## src/rtl/core/crast_pkg.sv

```systemverilog
`default_nettype none

package crast_pkg;

  localparam int unsigned CoordW = 12;
  localparam int unsigned DimW   = 13;
  localparam int unsigned SqW    = 24;

  localparam logic [DimW-1:0] MaxDim = 13'd4096;

  localparam logic OpStart = 1'b0;
  localparam logic OpStep  = 1'b1;

  localparam logic RegCanvasWidth  = 1'b0;
  localparam logic RegCanvasHeight = 1'b1;

  localparam logic [1:0] StOk       = 2'd0;
  localparam logic [1:0] StBadX     = 2'd1;
  localparam logic [1:0] StBadY     = 2'd2;
  localparam logic [1:0] StNoCircle = 2'd3;

  // quadrant order of the four spans of one step
  localparam logic [1:0] QuadPosPos = 2'd0;
  localparam logic [1:0] QuadNegPos = 2'd1;
  localparam logic [1:0] QuadNegNeg = 2'd2;
  localparam logic [1:0] QuadPosNeg = 2'd3;

  typedef struct packed {
    logic              opcode;
    logic [CoordW-1:0] center_x;
    logic [CoordW-1:0] center_y;
    logic [CoordW-1:0] radius;
    logic              filled;
    logic [7:0]        color_red;
    logic [7:0]        color_green;
    logic [7:0]        color_blue;
  } in_word_t;

  typedef struct packed {
    logic [1:0]        status;
    logic [CoordW-1:0] span_column;
    logic [CoordW-1:0] row_first;
    logic [CoordW-1:0] row_last;
    logic              visible;
    logic [7:0]        pixel_red;
    logic [7:0]        pixel_green;
    logic [7:0]        pixel_blue;
    logic              last_of_step;
    logic              drawing_done;
  } out_word_t;

  typedef struct packed {
    logic [CoordW-1:0] span_column;
    logic [CoordW-1:0] row_first;
    logic [CoordW-1:0] row_last;
    logic              visible;
  } span_t;

  function automatic logic [DimW-1:0] dim_clamp(input logic [DimW-1:0] reg_val);
    dim_clamp = (reg_val > MaxDim) ? MaxDim : reg_val;
  endfunction

endpackage

`default_nettype wire

```

## src/rtl/core/crast_isqrt.sv

```systemverilog
`default_nettype none

module crast_isqrt (
  input  wire logic                       clk_i,
  input  wire logic                       rst_ni,
  input  wire logic                       start_i,
  input  wire logic [crast_pkg::CoordW-1:0] radius_i,
  input  wire logic [crast_pkg::DimW-1:0]   offset_i,
  output logic                            done_o,
  output logic [crast_pkg::CoordW-1:0]    root_o
);
  import crast_pkg::*;

  localparam logic [1:0] SqIdle = 2'd0;
  localparam logic [1:0] SqMulR = 2'd1;
  localparam logic [1:0] SqMulX = 2'd2;
  localparam logic [1:0] SqRoot = 2'd3;

  logic [1:0]        state_q, state_d;
  logic [3:0]        iter_q, iter_d;
  logic              done_q, done_d;
  logic [SqW-1:0]    sq_q, sq_d;
  logic [SqW-1:0]    v_q, v_d;
  logic [SqW-1:0]    res_q, res_d;
  logic [CoordW-1:0] mul_a;
  logic [SqW-1:0]    prod;
  logic [SqW-1:0]    bit_w;
  logic [SqW:0]      trial;
  logic              in_range;

  assign in_range = offset_i <= {1'b0, radius_i};
  assign mul_a    = (state_q == SqMulR) ? radius_i : offset_i[CoordW-1:0];
  assign prod     = SqW'(mul_a) * SqW'(mul_a);
  assign bit_w    = SqW'(1) << {iter_q, 1'b0};
  assign trial    = {1'b0, res_q} + {1'b0, bit_w};

  always_comb begin
    state_d = state_q;
    iter_d  = iter_q;
    done_d  = 1'b0;
    sq_d    = sq_q;
    v_d     = v_q;
    res_d   = res_q;
    unique case (state_q)
      SqIdle: begin
        if (start_i) begin
          state_d = SqMulR;
        end
      end
      SqMulR: begin
        sq_d    = prod;
        state_d = SqMulX;
      end
      SqMulX: begin
        v_d     = in_range ? (sq_q - prod) : '0;
        res_d   = '0;
        iter_d  = 4'd11;
        state_d = SqRoot;
      end
      SqRoot: begin
        if ({1'b0, v_q} >= trial) begin
          v_d   = v_q - trial[SqW-1:0];
          res_d = (res_q >> 1) + bit_w;
        end else begin
          res_d = res_q >> 1;
        end
        iter_d = iter_q - 4'd1;
        if (iter_q == 4'd0) begin
          done_d  = 1'b1;
          state_d = SqIdle;
        end
      end
      default: state_d = SqIdle;
    endcase
  end

  always_ff @(posedge clk_i or negedge rst_ni) begin
    if (!rst_ni) begin
      state_q <= SqIdle;
      done_q  <= 1'b0;
    end else begin
      state_q <= state_d;
      done_q  <= done_d;
    end
  end

  always_ff @(posedge clk_i) begin
    iter_q <= iter_d;
    sq_q   <= sq_d;
    v_q    <= v_d;
    res_q  <= res_d;
  end

  assign done_o = done_q;
  assign root_o = res_q[CoordW-1:0];

endmodule

`default_nettype wire

```

## src/rtl/core/crast_span.sv

```systemverilog
`default_nettype none

module crast_span (
  input  wire logic [crast_pkg::CoordW-1:0] center_x_i,
  input  wire logic [crast_pkg::CoordW-1:0] center_y_i,
  input  wire logic [crast_pkg::DimW-1:0]   offset_i,
  input  wire logic [crast_pkg::CoordW-1:0] near_i,
  input  wire logic [crast_pkg::CoordW-1:0] far_i,
  input  wire logic [1:0]                   quad_i,
  input  wire logic [crast_pkg::DimW-1:0]   width_i,
  input  wire logic [crast_pkg::DimW-1:0]   height_i,
  output crast_pkg::span_t                  span_o
);
  import crast_pkg::*;

  localparam int unsigned SW = DimW + 2;

  logic signed [SW-1:0] cx, cy, xo, a, b, w, h;
  logic signed [SW-1:0] col, lo, hi, lo_c, hi_c;
  logic                 pos_x, pos_y, vis;

  assign cx = $signed(SW'(center_x_i));
  assign cy = $signed(SW'(center_y_i));
  assign xo = $signed(SW'(offset_i));
  assign a  = $signed(SW'(near_i));
  assign b  = $signed(SW'(far_i));
  assign w  = $signed(SW'(width_i));
  assign h  = $signed(SW'(height_i));

  assign pos_x = (quad_i == QuadPosPos) || (quad_i == QuadPosNeg);
  assign pos_y = (quad_i == QuadPosPos) || (quad_i == QuadNegPos);

  assign col = pos_x ? (cx + xo) : (cx - xo);
  assign lo  = pos_y ? (cy + a) : (cy - b);
  assign hi  = pos_y ? (cy + b) : (cy - a);

  assign vis  = (col >= 0) && (col < w) && (hi >= 0) && (lo < h) && (lo <= hi);
  assign lo_c = (lo < 0) ? '0 : lo;
  assign hi_c = (hi > h - 1) ? (h - 1) : hi;

  always_comb begin
    span_o.visible     = vis;
    span_o.span_column = vis ? col[CoordW-1:0] : '0;
    span_o.row_first   = vis ? lo_c[CoordW-1:0] : '0;
    span_o.row_last    = vis ? hi_c[CoordW-1:0] : '0;
  end

endmodule

`default_nettype wire

```

## src/rtl/core/circle_span_rasterizer.sv

```systemverilog
// circle rasterizer that turns a circle into clipped vertical spans
// input words: opcode start latches centre, radius, fill mode and colour and
//   returns one status word; opcode step handles the next column offset and
//   returns four span words, one per quadrant, the last flagged last_of_step
// output words are held in one register; in_stall_o is low only when no
//   step is in work and that register is empty or being taken this cycle
// a step without an active circle returns one no-circle status word; start and
//   such a step give their word in the cycle after acceptance
// a step runs one shared 12x12 multiplier twice (r*r, then x*x) and a binary
//   digit-by-digit square root for 12 iterations, then issues the four spans one
//   per cycle while out_stall_i does not hold the output word; no new input word
//   is taken until the last span word has been issued, nor while out_stall_i
//   holds an output word
// a stalled output word stays unchanged until taken; the sequencer waits
// config writes go through cfg_valid_i / cfg_ready_o, always ready; index 0
//   is canvas width, 1 canvas height; canvas values above 4096 count as 4096
// reset: canvas 640 x 480, no active circle, output register empty
`default_nettype none

module circle_span_rasterizer (
  input  wire logic                     clk_i,
  input  wire logic                     rst_ni,
  input  wire logic                     in_valid_i,
  output logic                          in_stall_o,
  input  wire crast_pkg::in_word_t      in_word_i,
  output logic                          out_valid_o,
  input  wire logic                     out_stall_i,
  output crast_pkg::out_word_t          out_word_o,
  input  wire logic                     cfg_valid_i,
  output logic                          cfg_ready_o,
  input  wire logic                     cfg_index_i,
  input  wire logic [crast_pkg::DimW-1:0] cfg_data_i
);
  import crast_pkg::*;

  localparam logic [1:0] TopIdle = 2'd0;
  localparam logic [1:0] TopRoot = 2'd1;
  localparam logic [1:0] TopEmit = 2'd2;

  logic [1:0]        state_q, state_d;
  logic [DimW-1:0]   width_q, height_q;
  logic              active_q, active_d;
  logic              fill_q, fill_d;
  logic [CoordW-1:0] cx_q, cx_d, cy_q, cy_d, rad_q, rad_d;
  logic [DimW-1:0]   col_off_q, col_off_d;
  logic [CoordW-1:0] prev_q, prev_d;
  logic [23:0]       color_q, color_d;
  logic [CoordW-1:0] near_q, near_d, far_q, far_d;
  logic              done_q, done_d;
  logic [1:0]        quad_q, quad_d;
  logic              out_valid_q, out_valid_d;
  out_word_t         out_q, out_d;

  logic              out_free, accept, sq_start, sq_done;
  logic [CoordW-1:0] sq_root, prev_eff;
  logic [DimW-1:0]   dim_w, dim_h;
  logic [1:0]        st;
  span_t             span;

  assign dim_w       = dim_clamp(width_q);
  assign dim_h       = dim_clamp(height_q);
  assign out_free    = !out_valid_q || !out_stall_i;
  assign in_stall_o  = (state_q != TopIdle) || !out_free;
  assign accept      = in_valid_i && !in_stall_o;
  assign cfg_ready_o = 1'b1;
  assign out_valid_o = out_valid_q;
  assign out_word_o  = out_q;

  assign sq_start = accept && (in_word_i.opcode == OpStep) && active_q;

  crast_isqrt u_isqrt (
    .clk_i    (clk_i),
    .rst_ni   (rst_ni),
    .start_i  (sq_start),
    .radius_i (rad_q),
    .offset_i (col_off_q),
    .done_o   (sq_done),
    .root_o   (sq_root)
  );

  crast_span u_span (
    .center_x_i (cx_q),
    .center_y_i (cy_q),
    .offset_i   (col_off_q),
    .near_i     (near_q),
    .far_i      (far_q),
    .quad_i     (quad_q),
    .width_i    (dim_w),
    .height_i   (dim_h),
    .span_o     (span)
  );

  always_comb begin
    if ({1'b0, in_word_i.center_x} >= dim_w) begin
      st = StBadX;
    end else if ({1'b0, in_word_i.center_y} >= dim_h) begin
      st = StBadY;
    end else begin
      st = StOk;
    end
  end

  assign prev_eff = ((col_off_q == '0) || (prev_q < sq_root)) ? sq_root : prev_q;

  always_comb begin
    state_d     = state_q;
    active_d    = active_q;
    fill_d      = fill_q;
    cx_d        = cx_q;
    cy_d        = cy_q;
    rad_d       = rad_q;
    col_off_d   = col_off_q;
    prev_d      = prev_q;
    color_d     = color_q;
    near_d      = near_q;
    far_d       = far_q;
    done_d      = done_q;
    quad_d      = quad_q;
    out_valid_d = out_valid_q && out_stall_i;
    out_d       = out_q;
    unique case (state_q)
      TopIdle: begin
        if (accept) begin
          if (in_word_i.opcode == OpStart) begin
            cx_d      = in_word_i.center_x;
            cy_d      = in_word_i.center_y;
            rad_d     = in_word_i.radius;
            fill_d    = in_word_i.filled;
            color_d   = {in_word_i.color_red, in_word_i.color_green,
                         in_word_i.color_blue};
            col_off_d = '0;
            prev_d    = '0;
            active_d  = (st == StOk);
            out_d              = '0;
            out_d.status       = st;
            out_d.last_of_step = 1'b1;
            out_valid_d        = 1'b1;
          end else if (!active_q) begin
            out_d              = '0;
            out_d.status       = StNoCircle;
            out_d.last_of_step = 1'b1;
            out_valid_d        = 1'b1;
          end else begin
            state_d = TopRoot;
          end
        end
      end
      TopRoot: begin
        if (sq_done) begin
          near_d  = fill_q ? '0 : sq_root;
          far_d   = fill_q ? sq_root : prev_eff;
          done_d  = col_off_q >= {1'b0, rad_q};
          prev_d  = sq_root;
          quad_d  = QuadPosPos;
          state_d = TopEmit;
        end
      end
      TopEmit: begin
        if (out_free) begin
          out_d.status       = StOk;
          out_d.span_column  = span.span_column;
          out_d.row_first    = span.row_first;
          out_d.row_last     = span.row_last;
          out_d.visible      = span.visible;
          out_d.pixel_red    = color_q[23:16];
          out_d.pixel_green  = color_q[15:8];
          out_d.pixel_blue   = color_q[7:0];
          out_d.last_of_step = (quad_q == QuadPosNeg);
          out_d.drawing_done = done_q;
          out_valid_d        = 1'b1;
          quad_d             = quad_q + 2'd1;
          if (quad_q == QuadPosNeg) begin
            col_off_d = col_off_q + DimW'(1);
            if (done_q) begin
              active_d = 1'b0;
            end
            state_d = TopIdle;
          end
        end
      end
      default: state_d = TopIdle;
    endcase
  end

  always_ff @(posedge clk_i or negedge rst_ni) begin
    if (!rst_ni) begin
      state_q     <= TopIdle;
      width_q     <= 13'd640;
      height_q    <= 13'd480;
      active_q    <= 1'b0;
      fill_q      <= 1'b0;
      cx_q        <= '0;
      cy_q        <= '0;
      rad_q       <= '0;
      col_off_q   <= '0;
      prev_q      <= '0;
      color_q     <= '0;
      out_valid_q <= 1'b0;
    end else begin
      state_q     <= state_d;
      active_q    <= active_d;
      fill_q      <= fill_d;
      cx_q        <= cx_d;
      cy_q        <= cy_d;
      rad_q       <= rad_d;
      col_off_q   <= col_off_d;
      prev_q      <= prev_d;
      color_q     <= color_d;
      out_valid_q <= out_valid_d;
      if (cfg_valid_i && cfg_ready_o) begin
        unique case (cfg_index_i)
          RegCanvasWidth:  width_q  <= cfg_data_i;
          RegCanvasHeight: height_q <= cfg_data_i;
          default: ;
        endcase
      end
    end
  end

  always_ff @(posedge clk_i) begin
    near_q <= near_d;
    far_q  <= far_d;
    done_q <= done_d;
    quad_q <= quad_d;
    out_q  <= out_d;
  end

endmodule

`default_nettype wire
```

## config.mk

```make
export PLATFORM = sky130hd
export DESIGN_NAME = circle_span_rasterizer
export DESIGN_NICKNAME = d
export VERILOG_FILES = /design/src/rtl/core/crast_pkg.sv /design/src/rtl/core/crast_isqrt.sv /design/src/rtl/core/crast_span.sv /design/src/rtl/core/circle_span_rasterizer.sv
export SDC_FILE = /design/constraint.sdc
export NUM_CORES = 1
export LEC_CHECK = 0
export ABC_AREA = 1
export BUFFER_PORTS_ARGS = -buffer_cell sky130_fd_sc_hd__buf_2
export CAP_MARGIN = 30
export CORE_UTILIZATION = 50
export CTS_CLUSTER_SIZE = 12
export DETAILED_ROUTE_END_ITERATION = 10
export GPL_TIMING_DRIVEN = 0
export HOLD_SLACK_MARGIN = 0.1
export MAX_ROUTING_LAYER = met4
export PLACE_DENSITY = 0.65
export SYNTH_ARGS = -nofsm -noshare
export SYNTH_HDL_FRONTEND = slang
export SYNTH_SLANG_ARGS = --single-unit
export TNS_END_PERCENT = 50
```

## constraint.sdc

```tcl
create_clock -name clk_i -period 10.31 [get_ports clk_i]
set_input_delay 1.5465 -clock clk_i [delete_from_list [all_inputs] [get_ports clk_i]]
set_output_delay 1.5465 -clock clk_i [all_outputs]
set_load 0.05 [all_outputs]
```

* Word-level counts from Yosys, hierarchy flattened
Index checks and enable logic that the tools add are counted.
** Storage, ports and cells
- Register bits :: 287
- Input port bits :: 81
- Output and inout bits :: 68
- Logic and storage cells :: 185
** Operators by class
- $add $sub $neg :: 14
- Multipliers :: 1
- $lt $le $gt $ge :: 15
- Equal/unequal tests :: 19
- Shift operators :: 1
- Mux-type cells :: 61
- Bitwise logic cells :: 2
- Reduce and logical (&&, ||, !) cells :: 40
** Operators by type and width (count)
- $mux 65 :: 4
- $mux 12 :: 11
- $pmux 65 s2 :: 1
- $pmux 24 s2 :: 2
- $mux 13 :: 6
- $mux 24 :: 3
- $sub 24x24->24 :: 2
- $mux 15 :: 3
- $ge 15x1->1 const B :: 2
- $lt 15x14->1 :: 2
- $add 12x12->13 :: 2
- $ge 12x13->1 :: 2
- $gt 13x13->1 const B :: 2
- $pmux 13 s2 :: 1
- $sub 12x12->13 :: 2
- $add 24x24->25 :: 1
- $ge 24x25->1 :: 1
- $add 23x24->24 :: 1
- $mul 12x12->24 :: 1
- $mux 2 :: 12
- $pmux 12 s2 :: 1
- $shl 1x5->24 const A :: 1
- $ne 2x2->1 const B :: 8
- $gt 15x14->1 :: 1
- other kinds (34) :: 81

* Depth between registers and ports, before layout
Gate-level depths: netlist (run 1).
- Depth in word-level cells :: 11
- Gate-level depth with buffers :: 41

* By module
A second synthesis (run 1) with hierarchy kept.
** Second synthesis, totals
- Cells, all modules :: 3776
- Area total of the unflattened synthesis :: 27999.4 um2
** By module, submodules not included
- crast_isqrt :: times used 1, cells an instance 1580, area each 11890.2 um2
- circle_span_rasterizer :: times used 1, cells an instance 1063, area each 9801.9 um2
- crast_span :: times used 1, cells an instance 1133, area each 6307.3 um2

* Worst setup path after synthesis (run 1)
OpenSTA, ideal clock, no wires.
- Kind :: reg2reg
- Start :: register u_isqrt.state_q[1]
- End :: register u_isqrt.v_q[23] (data pin)
- Setup time :: 254 ps
- Arrival :: 7634 ps
- Data required time :: 10056 ps
- Slack :: 2422 ps
- Cell stages (with the launch flop) :: 38
- Buffers on the path :: 3
- Clock period less this slack :: 7888 ps
- Path through :: dfrtp_1 > inv_1 > ha_1 > clkbuf_1 > o21ai_0 > inv_1 > clkbuf_1 > nor2_1 > fa_1 > inv_1 > fa_1 > inv_1 > fa_1 > fa_1 > inv_1 > fa_1 > inv_1 > ha_1 > [2 not listed] > nand2_1 > o211ai_1 > a21oi_1 > o21bai_1 > nand3_1 > nor2_1 > nor2_1 > o21ai_1 > xor2_1 > ha_1 > clkbuf_1 > nand3_2 > nor2_2 > nand4_1 > nand3_1 > nand2_1 > nand3_1 > nand2_1
** On the way
- Cells in the longest elaborated chain, start to end :: 6
- Elaborated cells between the ends (all ways) :: 8
- Classes of those cells :: add/sub (1); mul (1); eq/ne (3); mux (3)
** RTL lines
- start, declared :: RTL line crast_isqrt.sv:19 : logic [1:0] state_q, state_d;
- start signal, assigned :: RTL line crast_isqrt.sv:79 : state_q <= SqIdle;
- start signal, assigned :: RTL line crast_isqrt.sv:82 : state_q <= state_d;
- $eq 2x1->1 :: RTL line crast_isqrt.sv:32 : assign mul_a = (state_q == SqMulR) ? radius_i : offset_i[CoordW-1:0];
- $mux 12 :: RTL line crast_isqrt.sv:32
- net u_isqrt.mul_a[0] :: RTL line crast_isqrt.sv:25 : logic [CoordW-1:0] mul_a;
- $mul 12x12->24 :: RTL line crast_isqrt.sv:33 : assign prod = SqW'(mul_a) * SqW'(mul_a);
- $sub 24x24->24 :: RTL line crast_isqrt.sv:55 : v_d = in_range ? (sq_q - prod) : '0;
- $mux 24 :: RTL line crast_isqrt.sv:55
- $pmux 24 s2 :: RTL line crast_isqrt.sv:44 : unique case (state_q)
- net u_isqrt.v_d[23] :: RTL line crast_isqrt.sv:23 : logic [SqW-1:0] v_q, v_d;
- end signal, assigned :: RTL line crast_isqrt.sv:90 : v_q <= v_d;
- end, declared :: RTL line crast_isqrt.sv:23
The timed path passes the listed nets, and every way through them passes these cells.
A chain may end at the register's enable or synchronous reset.

* Final worst setup path (run 1)
- Start :: register u_isqrt.state_q[1]
- End :: register u_isqrt.v_q[21] (data pin)
** On the way
- Cells in the longest elaborated chain, start to end :: 6
- Elaborated cells between the ends (all ways) :: 8
- Classes of those cells :: add/sub (1); mul (1); eq/ne (3); mux (3)
** RTL lines (RTL line)
- $eq 2x1->1 :: crast_isqrt.sv:32
- $mux 12 :: crast_isqrt.sv:32
- $mul 12x12->24 :: crast_isqrt.sv:33
- $sub 24x24->24 :: crast_isqrt.sv:55
- $mux 24 :: crast_isqrt.sv:55
- $pmux 24 s2 * :: crast_isqrt.sv:44
- net u_isqrt.v_d[21] :: crast_isqrt.sv:23
Mark *: on every way through the listed nets, which the timed path passes. The rest lies on a longest branch.

==> results of run 1 <==
==> final timing paths <==
check | from | slack [ns] | endpoint
max in group asynchronous | rst_ni | 8.62 | prev_q[8]
max reg2reg | u_isqrt.state_q[1] | 1.25 | u_isqrt.v_q[21]
min | width_q[9] | 0.50 | width_q[9]
min in group asynchronous | rst_ni | 0.88 | color_q[0]
max | u_isqrt.state_q[1] | 1.25 | u_isqrt.v_q[21]
min reg2reg | width_q[9] | 0.50 | width_q[9]
==> kinds of logic (layout without fill, tap and decap cells) <==
| logic type | count (synthesis) | count (layout) |
|---|---|---|
| xor gates and xnor gates | 124 | 124 |
| other | 1 | 2 |
| muxes | 1 | 1 |
| buffers and inverters | 652 | 870 |
| and+or+nand+nor | 1300 | 1300 |
| adders and majority gates | 404 | 404 |
| AOI/OAI and AO/OA | 582 | 582 |
| DFF | 286 | 286 |
==> through the flow <==
step / area [µm²] / cells / hold slack, ns / power, mW
floorplan: 26200 / 3350 / 0.453 / 6.40
global placement: 27800 / 4177 / 0.489 / 7.89
detailed placement: 28000 / 4183 / 0.496 / 8.05
CTS: 29100 / 4248 / 0.507 / 9.39
global route: 29100 / 4249 / 0.517 / 10.2
finish: 29100 / 4249 / 0.505 / 9.37
==> metal layers <==
layer / up-vias / part of all wire (%)
met5: - / 0
met4: 0 / 2.8
met3: 137 / 4.2
met2: 555 / 48
met1: 10900 / 45
li1: 11400 / -
==> registers in the layout, summed over array words and instances (netlist names), 13 cells and up <==
| name | count |
|---|---|
| col_off_q | 13 |
| color_q | 24 |
| height_q | 13 |
| out_word_o | 65 |
| u_isqrt.res_q | 24 |
| u_isqrt.sq_q | 23 |
| u_isqrt.v_q | 24 |
| width_q | 13 |
==> cell usage in the layout, fill, tap and decap left out, drive strengths merged, types with 88 or more instances in the layout <==
| cell | count |
|---|---|
| nand2 | 743 |
| inv | 570 |
| ha | 314 |
| nor2 | 266 |
| o21ai | 258 |
| a21oi | 214 |
| buf | 182 |
| edfxtp | 167 |
| nand3 | 154 |
| dfrtp | 113 |
| clkbuf | 94 |
| fa | 90 |
| xor2 | 88 |
==> worst reg2reg max path: cells and delay by family, from the launching register on <==
family,cells,cell delay (ns)
AOI/OAI and AO/OA,5,1.10
xor gates and xnor gates,1,0.12
adders and majority gates,8,3.82
buffers and inverters,9,1.71
DFF,1,0.41
and+or+nand+nor,14,1.66
==> cell type report <==
class,instances,area (µm²)
flip-flops and latches,286,8000
repair buffers,153,880
plain buffers,74,353
clock buffers,49,980
clock inverters,16,194
inverters,578,2170
multi-input cells,2412,15700
diodes,1,2.50
well taps,680,851
fillers,4965,22400
==> report_power, final <==
group	total [mW]	switching (mW)	leakage [nW]	internal, mW
clock network	1.28	0.531	0.573	0.750
registers	2.08	0.301	3.07	1.78
logic	6.00	3.98	10.7	2.02
total	9.37	4.82	14.3	4.55
==> out/metrics.yaml, run 1 <==
setup_path:
  critical_path_cell_count: 37
  worst-endpoint-required_ns: 10.60
  slowest_stage: "fa_1"
  cp_slowest_stage_delay_ns: 0.56
  cp_max_fo: 10
  crit_path_end_kind: "flip-flop"
  critPathBufInv: 9
  critical_path_class: "flip-flop to flip-flop"
  crit_top_cell: "inv_1"
  start_kind: "flip-flop"
  worstPathArrival_ns: 9.36
  critPathTopFamily: "adder cells"
  rr_worst_depth: 37
logic_synthesis:
  synth_top_area_share_pct: 19.1
  synth_xor_area_share_pct: 4.14
  yosys-top-cells-count: "nand2_1 (733), inv_1 (561), ha_1 (314)"
  synth.mux.area_fraction_pct: 0.0430
  syn_area_per_cell_um2: 7.83
  synthCells: 3350
  synth_adder_area_share_pct: 21.9
  ys.flop_type: "edfxtp_1"
  ys_top_cells_by_area: "edfxtp_1 (19%), ha_1 (15%), dfrtp_1 (11%)"
  synth_compound_area_share_pct: 12.4
  syn-num-nets: 3835
  synth-seq-cells: 286
  yosysUniqueCellTypes: 69
  synth_top_family_by_area: "adder cells"
  yosysWarnings: 0
  synth_area_um2: 26200
  synth.most_common_cell: "nand2_1"
  synth_area_leader_cell: "edfxtp_1"
  async_flop_share_pct: 41.6
  synth_seq_area_share_pct: 30.5
  synth-edff-count: 167
  synth-simple-area-share_pct: 21.4
clock_network:
  cts_sinks: 286
  clock_latency_ns: 0.56
  htree_levels: 2
  postCtsResizedCells: 0
  clockBufferDepth: 3
  post-cts-setup-buffers: 0
  cts_tree: "done"
  cts_buffers: 36
  hold_buffers: 0
  cts_root_buffer: "clkbuf_16"
  clkTransAtPathRegs_ns: 0.06
die:
  die_area_um2: 53400
  core.rowCount: 83
  die_y_um: 231
  pin_count: 149
  core_um2: 51500
  start_util_pct: 50.9
  die_x_um: 231
global_route:
  antenna_found_initial: 1
  met3_usage_pct: 2.80
  grt_start_max_net_pins: 86
  use_met1_pct: 38.0
  track_usage_pct: 29.3
  grt_pass1_vias: 22900
  grt_overflow: 0
  grt_busiest_layer: "met2"
  grt_util_met2_pct: 48.4
  grt_pass1_wl_mm: 120
timing:
  rsz0062_at_grt: "no"
  fmaxAchievable_mhz: 110
  skew_ns: 0.0193
  min_period_ns: 9.06
  worst_pin_slew_ns: 0.936
  post-route-period-util_pct: 87.9
  relSlewSlack_pct: 36.9
  setup_slack_ns: 1.25
  setup_tns_ns: 0
  hold_viol: 0
  finalSetupViolCount: 0
  slew_violations: 0
drt:
  drt-pass1-iter-count: 5
  via_per_inst: 5.39
  wl_per_cell_um: 17.6
  wl_mm: 75.0
  drt_iter0_markers: 1458
  num_vias: 22900
  ant_nets: 0
  drc_errors: 0
placed_design:
  port_buffers: 147
  pre_cts_ws_ns: 1.40
  routabilityCongestion: 0.956
  dp_hpwl_mm: 61.2
cells_and_area:
  drive_gt1_share_pct: 9.33
  final_nets: 4026
  post-route-util_pct: 56.6
  syn2layout_area_growth_pct: 11.1
min_path:
  hold_path_class: "flip-flop to flip-flop"
  whs_path_depth: 2
pwr:
  p_per_area_nw_per_um2: 321
  power_leakage_nw: 14.3
  ir_drop_mv: 0.308
status:
  status: "finished clean"
run:
  drv_cap: 0
Note: power is estimated with default switching activity, not from simulation.
==> run 2, diff against run 1 <==
--- a/config.mk
+++ b/config.mk
@@ -8,13 +8,13 @@
 export ABC_AREA = 1
 export BUFFER_PORTS_ARGS = -buffer_cell sky130_fd_sc_hd__buf_2
 export CAP_MARGIN = 30
-export CORE_UTILIZATION = 50
+export CORE_UTILIZATION = 25
 export CTS_CLUSTER_SIZE = 12
 export DETAILED_ROUTE_END_ITERATION = 10
 export GPL_TIMING_DRIVEN = 0
 export HOLD_SLACK_MARGIN = 0.1
 export MAX_ROUTING_LAYER = met4
-export PLACE_DENSITY = 0.65
+export PLACE_DENSITY = 0.37
 export SYNTH_ARGS = -nofsm -noshare
 export SYNTH_HDL_FRONTEND = slang
 export SYNTH_SLANG_ARGS = --single-unit
==> run 2 against run 1 <==
Largest power group unchanged. Critical path type unchanged. Hold slack got worse by 0.0018 ns. Critical endpoint unchanged. Sequential power is essentially flat. Clock skew rose by 0.017 ns. Wire length is 12% higher.
==> out/metrics.yaml, run 2 (synthesized netlist as in run 1, its figures left out) <==
die:
  die_y_um: 326
  core_um2: 104000
  pin_count: 149
  start_util_pct: 25.3
  core.rowCount: 118
  die_area_um2: 106000
  die_x_um: 326
clock_network:
  htree_levels: 2
  cts_root_buffer: "clkbuf_16"
  cts_buffers: 40
  postCtsResizedCells: 0
  post-cts-setup-buffers: 0
  cts_sinks: 286
  clkTransAtPathRegs_ns: 0.06
  hold_buffers: 0
  cts_tree: "done"
  clockBufferDepth: 3
  clock_latency_ns: 0.62
min_path:
  hold_path_class: "flip-flop to flip-flop"
pwr:
  p_per_area_nw_per_um2: 314
  power_leakage_nw: 14.4
  p_sw_share_pct: 51.7
  power_frac_seq_pct: 22.0
  p_int_mw: 4.57
  ir_drop_mv: 0.137
  p_sw_mw: 4.89
  pwr-share-clk_pct: 14.5
  combPwrFrac_pct: 63.5
timing:
  setup_tns_ns: 0
  timing.hold.ws_ns: 0.503
  relSlewSlack_pct: 28.0
  skew_ns: 0.0362
  slew_violations: 0
  min_period_ns: 9.26
  post-route-period-util_pct: 89.8
  hold_viol: 0
  worst_pin_slew_ns: 1.07
  finalSetupViolCount: 0
  rsz0062_at_grt: "no"
  fmaxAchievable_mhz: 108
global_route:
  grt_start_max_net_pins: 76
  grt_pass1_wl_mm: 132
  antenna_found_initial: 3
  grt_overflow: 0
  grt_pass1_vias: 22600
  track_usage_pct: 16.5
cells_and_area:
  drive_gt1_share_pct: 9.64
  layout_commonest_cell: "nand2_1"
  largest_register_ffs: 65
  layout_common_cells: "nand2_1 (732), inv_1 (561), ha_1 (313)"
  syn2layout_area_growth_pct: 14.9
  final_nets: 4031
setup_path:
  slowest_stage: "ha_2"
  cp_slowest_stage_delay_ns: 0.68
  worst-endpoint-required_ns: 10.67
  critical_path_class: "flip-flop to flip-flop"
  start_kind: "flip-flop"
  cp_max_fo: 29
  worstPathArrival_ns: 9.62
  crit_path_end_kind: "flip-flop"
placed_design:
  port_buffers: 147
  routabilityCongestion: 0.850
  dp_hpwl_mm: 69.5
drt:
  drt_iter0_markers: 1115
  num_vias: 22100
  via_per_inst: 4.45
  drc_errors: 0
  drt-pass1-iter-count: 5
  wl_per_cell_um: 17.0
  ant_nets: 0
  wl_mm: 84.2
status:
  status: "finished clean"
run:
  drv_cap: 0
run 2: final timing paths:
check | slack [ns] | startpoint | cells past startpoint | to
hold / removal | 0.50 | active_q | 2 | active_q
max in group asynchronous | 8.63 | rst_ni | 2 | prev_q[6]
hold reg to reg | 0.50 | active_q | 2 | active_q
setup reg to reg | 1.05 | u_isqrt.state_q[1] | 37 | u_isqrt.v_q[21]
min in group asynchronous | 0.87 | rst_ni | 1 | width_q[1]
setup / recovery | 1.05 | u_isqrt.state_q[1] | 37 | u_isqrt.v_q[21]
run 2: per-layer routing:
layer	part of all wire, %	GRT usage (%)
met1	48	21.5
met2	46	27.0
met3	3.2	1.92
met4	2.3	4.38
met5	0	-
run 2: through the flow:
| step | instance area, µm² | instances | utilization [%] | power, mW | setup WS (ns) |
|---|---|---|---|---|---|
| after CTS | 30100 | 4957 | 29.0 | 9.63 | 0.864 |
| after detailed placement | 28800 | 4884 | 27.8 | 8.19 | 0.898 |
| after global placement | 28700 | 4877 | 27.6 | 8.19 | 0.383 |
| after global routing | 30100 | 4958 | 29.0 | 10.5 | 0.114 |
| final | 30100 | 4958 | 29.0 | 9.46 | 1.05 |
| after floorplan | 26200 | 3350 | - | 6.40 | 2.42 |
run 2: critical path, delay by kind of cell (launching register included):
family	cells	cell delay [ns]
XOR/XNOR	1	0.12
AND/OR/NAND/NOR	15	1.85
flip-flops	1	0.40
adder cells (fa/ha/maj)	8	3.70
AO/OA/AOI/OAI	5	1.22
buffers and inverters	8	1.67
run 2: power groups by stage:
stage	combinational, mW	clock [mW]	sequential (mW)
global route	6.92	1.46	2.14
detailed placement	6.07	0	2.12
floorplan	4.18	0	2.22
CTS	6.10	1.43	2.10
global placement	6.04	0	2.15
finish	6.00	1.37	2.08
run 2: cell type report:
type | instances | area [µm²]
fillers | 11400 | 73700
clock buffers | 49 | 1080
inverters | 578 | 2170
flip-flops and latches | 286 | 8000
diodes | 1 | 2.50
repair buffers | 154 | 877
clock inverters | 24 | 199
plain buffers | 74 | 353
well taps | 1380 | 1730
multi-input cells | 2412 | 15700
==> run 3, diff against run 2 <==
--- a/config.mk
+++ b/config.mk
@@ -9,6 +9,7 @@
 export BUFFER_PORTS_ARGS = -buffer_cell sky130_fd_sc_hd__buf_2
 export CAP_MARGIN = 30
 export CORE_UTILIZATION = 25
+export CTS_BUF_LIST = sky130_fd_sc_hd__clkbuf_8
 export CTS_CLUSTER_SIZE = 12
 export DETAILED_ROUTE_END_ITERATION = 10
 export GPL_TIMING_DRIVEN = 0
==> run 3 against run 2 <==
Combinational power about the same. Non-clock buffer count grew 1. Hold slack improved by 0.0011 ns. Clock-buffer cell count up 24. Clock power is essentially flat. Fmax hardly changed. Global-route usage about the same. Via count is 0.66% higher. Critical path type unchanged.
==> out/metrics.yaml, run 3 (synthesized netlist as in run 1, its figures left out) <==
cells_and_area:
  seqCellArea_um2: 8000
  drive_gt1_share_pct: 10.3
  layout_commonest_cell: "nand2_1"
  layout_common_cells: "nand2_1 (732), inv_1 (574), ha_1 (313)"
  final_nets: 4050
  nFillCells: 11400
  multi_input_area_um2: 15700
  largest_register_ffs: 65
  syn2layout_area_growth_pct: 15.1
setup_path:
  worst-endpoint-required_ns: 10.79
  slowest_stage: "fa_1"
  cp_slowest_stage_delay_ns: 0.70
  critPathBufInv: 9
  start_kind: "flip-flop"
  critical_path_class: "flip-flop to flip-flop"
  crit_path_end_kind: "flip-flop"
  critPathTopFamily: "adder cells"
  worstPathArrival_ns: 9.74
  crit_top_cell: "inv_1"
  cp_max_fo: 29
pwr:
  power_leakage_nw: 14.5
  p_per_area_nw_per_um2: 312
  ir_drop_mv: 0.162
  p_total_mw: 9.42
clock_network:
  htree_levels: 2
  cts_root_buffer: "clkbuf_8"
  cts_buffers: 58
  clkTransAtPathRegs_ns: 0.06
  cts_tree: "done"
  clockBufferDepth: 3
  clock_latency_ns: 0.75
  post-cts-setup-buffers: 0
  cts_sinks: 286
  postCtsResizedCells: 0
  hold_buffers: 0
placed_design:
  routabilityCongestion: 0.850
  dp_hpwl_mm: 69.5
  port_buffers: 147
drt:
  drc_errors: 0
  wl_mm: 84.5
  num_vias: 22200
  via_per_inst: 4.45
  drt_iter0_markers: 1107
  drt-pass1-iter-count: 5
  ant_nets: 0
  wl_per_cell_um: 16.9
timing:
  slew_violations: 0
  worst_pin_slew_ns: 1.05
  hold_viol: 0
  finalSetupViolCount: 0
  post-route-period-util_pct: 89.8
  skew_ns: 0.0526
  rsz0062_at_grt: "no"
  setup_tns_ns: 0
  min_period_ns: 9.26
  relSlewSlack_pct: 29.5
  fmaxAchievable_mhz: 108
die:
  start_util_pct: 25.3
  die_area_um2: 106000
  core_um2: 104000
  die_x_um: 326
  die_y_um: 326
  core.rowCount: 118
  pin_count: 149
global_route:
  antenna_found_initial: 4
  track_usage_pct: 16.5
  grt_overflow: 0
  grt_start_max_net_pins: 76
  grt_pass1_vias: 22700
  grt_pass1_wl_mm: 133
status:
  status: "finished clean"
run:
  drv_cap: 0
min_path:
  hold_path_class: "flip-flop to flip-flop"
run 3: cell count changes in the layout (fill, tap and decap cells not counted), moves of 4 or more:
cell and change:
inv_1 +13, clkbuf_8 +68, clkinv_2 -4, clkbuf_1 -4
clkbuf_16 -40
run 3: metal layers:
metal	vias to the layer above	wire, µm	global-route usage [%]	part of all wire (%)
li1	11400	-	-	-
met1	10400	40500	21.6	48
met2	309	39200	26.9	46
met3	108	2810	2.20	3.3
met4	0	2050	4.19	2.4
met5	-	0	-	0
run 3: worst register-to-register path: cells and delay by family, from the launching register on:
family | cells | cell delay (ns)
adders and majority gates | 8 | 4.04
DFF | 1 | 0.40
buffers and inverters | 9 | 1.82
and+or+nand+nor | 14 | 1.55
xor gates and xnor gates | 1 | 0.11
AOI/OAI and AO/OA | 5 | 1.09
run 3: stage by stage:
step	instance area, µm²	utilization, %	cells	setup WS, ns	hold slack [ns]
global placement	28700	27.6	4877	0.383	0.492
CTS	30200	29.0	4994	0.858	0.503
detailed placement	28800	27.8	4884	0.898	0.487
global route	30200	29.1	4997	0.120	0.513
finish	30200	29.1	4998	1.05	0.504
floorplan	26200	-	3350	2.42	0.453
run 3: final timing paths:
| kind | start | end | slack (ns) | cells after the start |
|---|---|---|---|---|
| setup / recovery | u_isqrt.state_q[1] | u_isqrt.v_q[21] | 1.05 | 37 |
| hold / removal | active_q | active_q | 0.50 | 2 |
| setup reg to reg | u_isqrt.state_q[1] | u_isqrt.v_q[21] | 1.05 | 37 |
| hold reg to reg | active_q | active_q | 0.50 | 2 |
| max in group asynchronous | rst_ni | prev_q[6] | 8.75 | 2 |
| min in group asynchronous | rst_ni | width_q[1] | 0.73 | 1 |
run 3: layout make-up:
class | instances | share of cell area, %
antenna | 3 | 0.0249
sequential | 286 | 26.5
buffer | 74 | 1.17
inverter | 578 | 7.19
tap | 1380 | 5.72
multi-input combinational | 2412 | 52.1
clock buffer | 73 | 3.33
clock inverter | 37 | 0.991
timing repair buffer | 155 | 3.00
run 3: report_power, final:
| part | total [mW] | internal [mW] | switching [mW] |
|---|---|---|---|
| registers | 2.08 | 1.78 | 0.301 |
| clock network | 1.34 | 0.746 | 0.595 |
| logic | 6.00 | 2.00 | 4.00 |
| total | 9.42 | 4.53 | 4.89 |
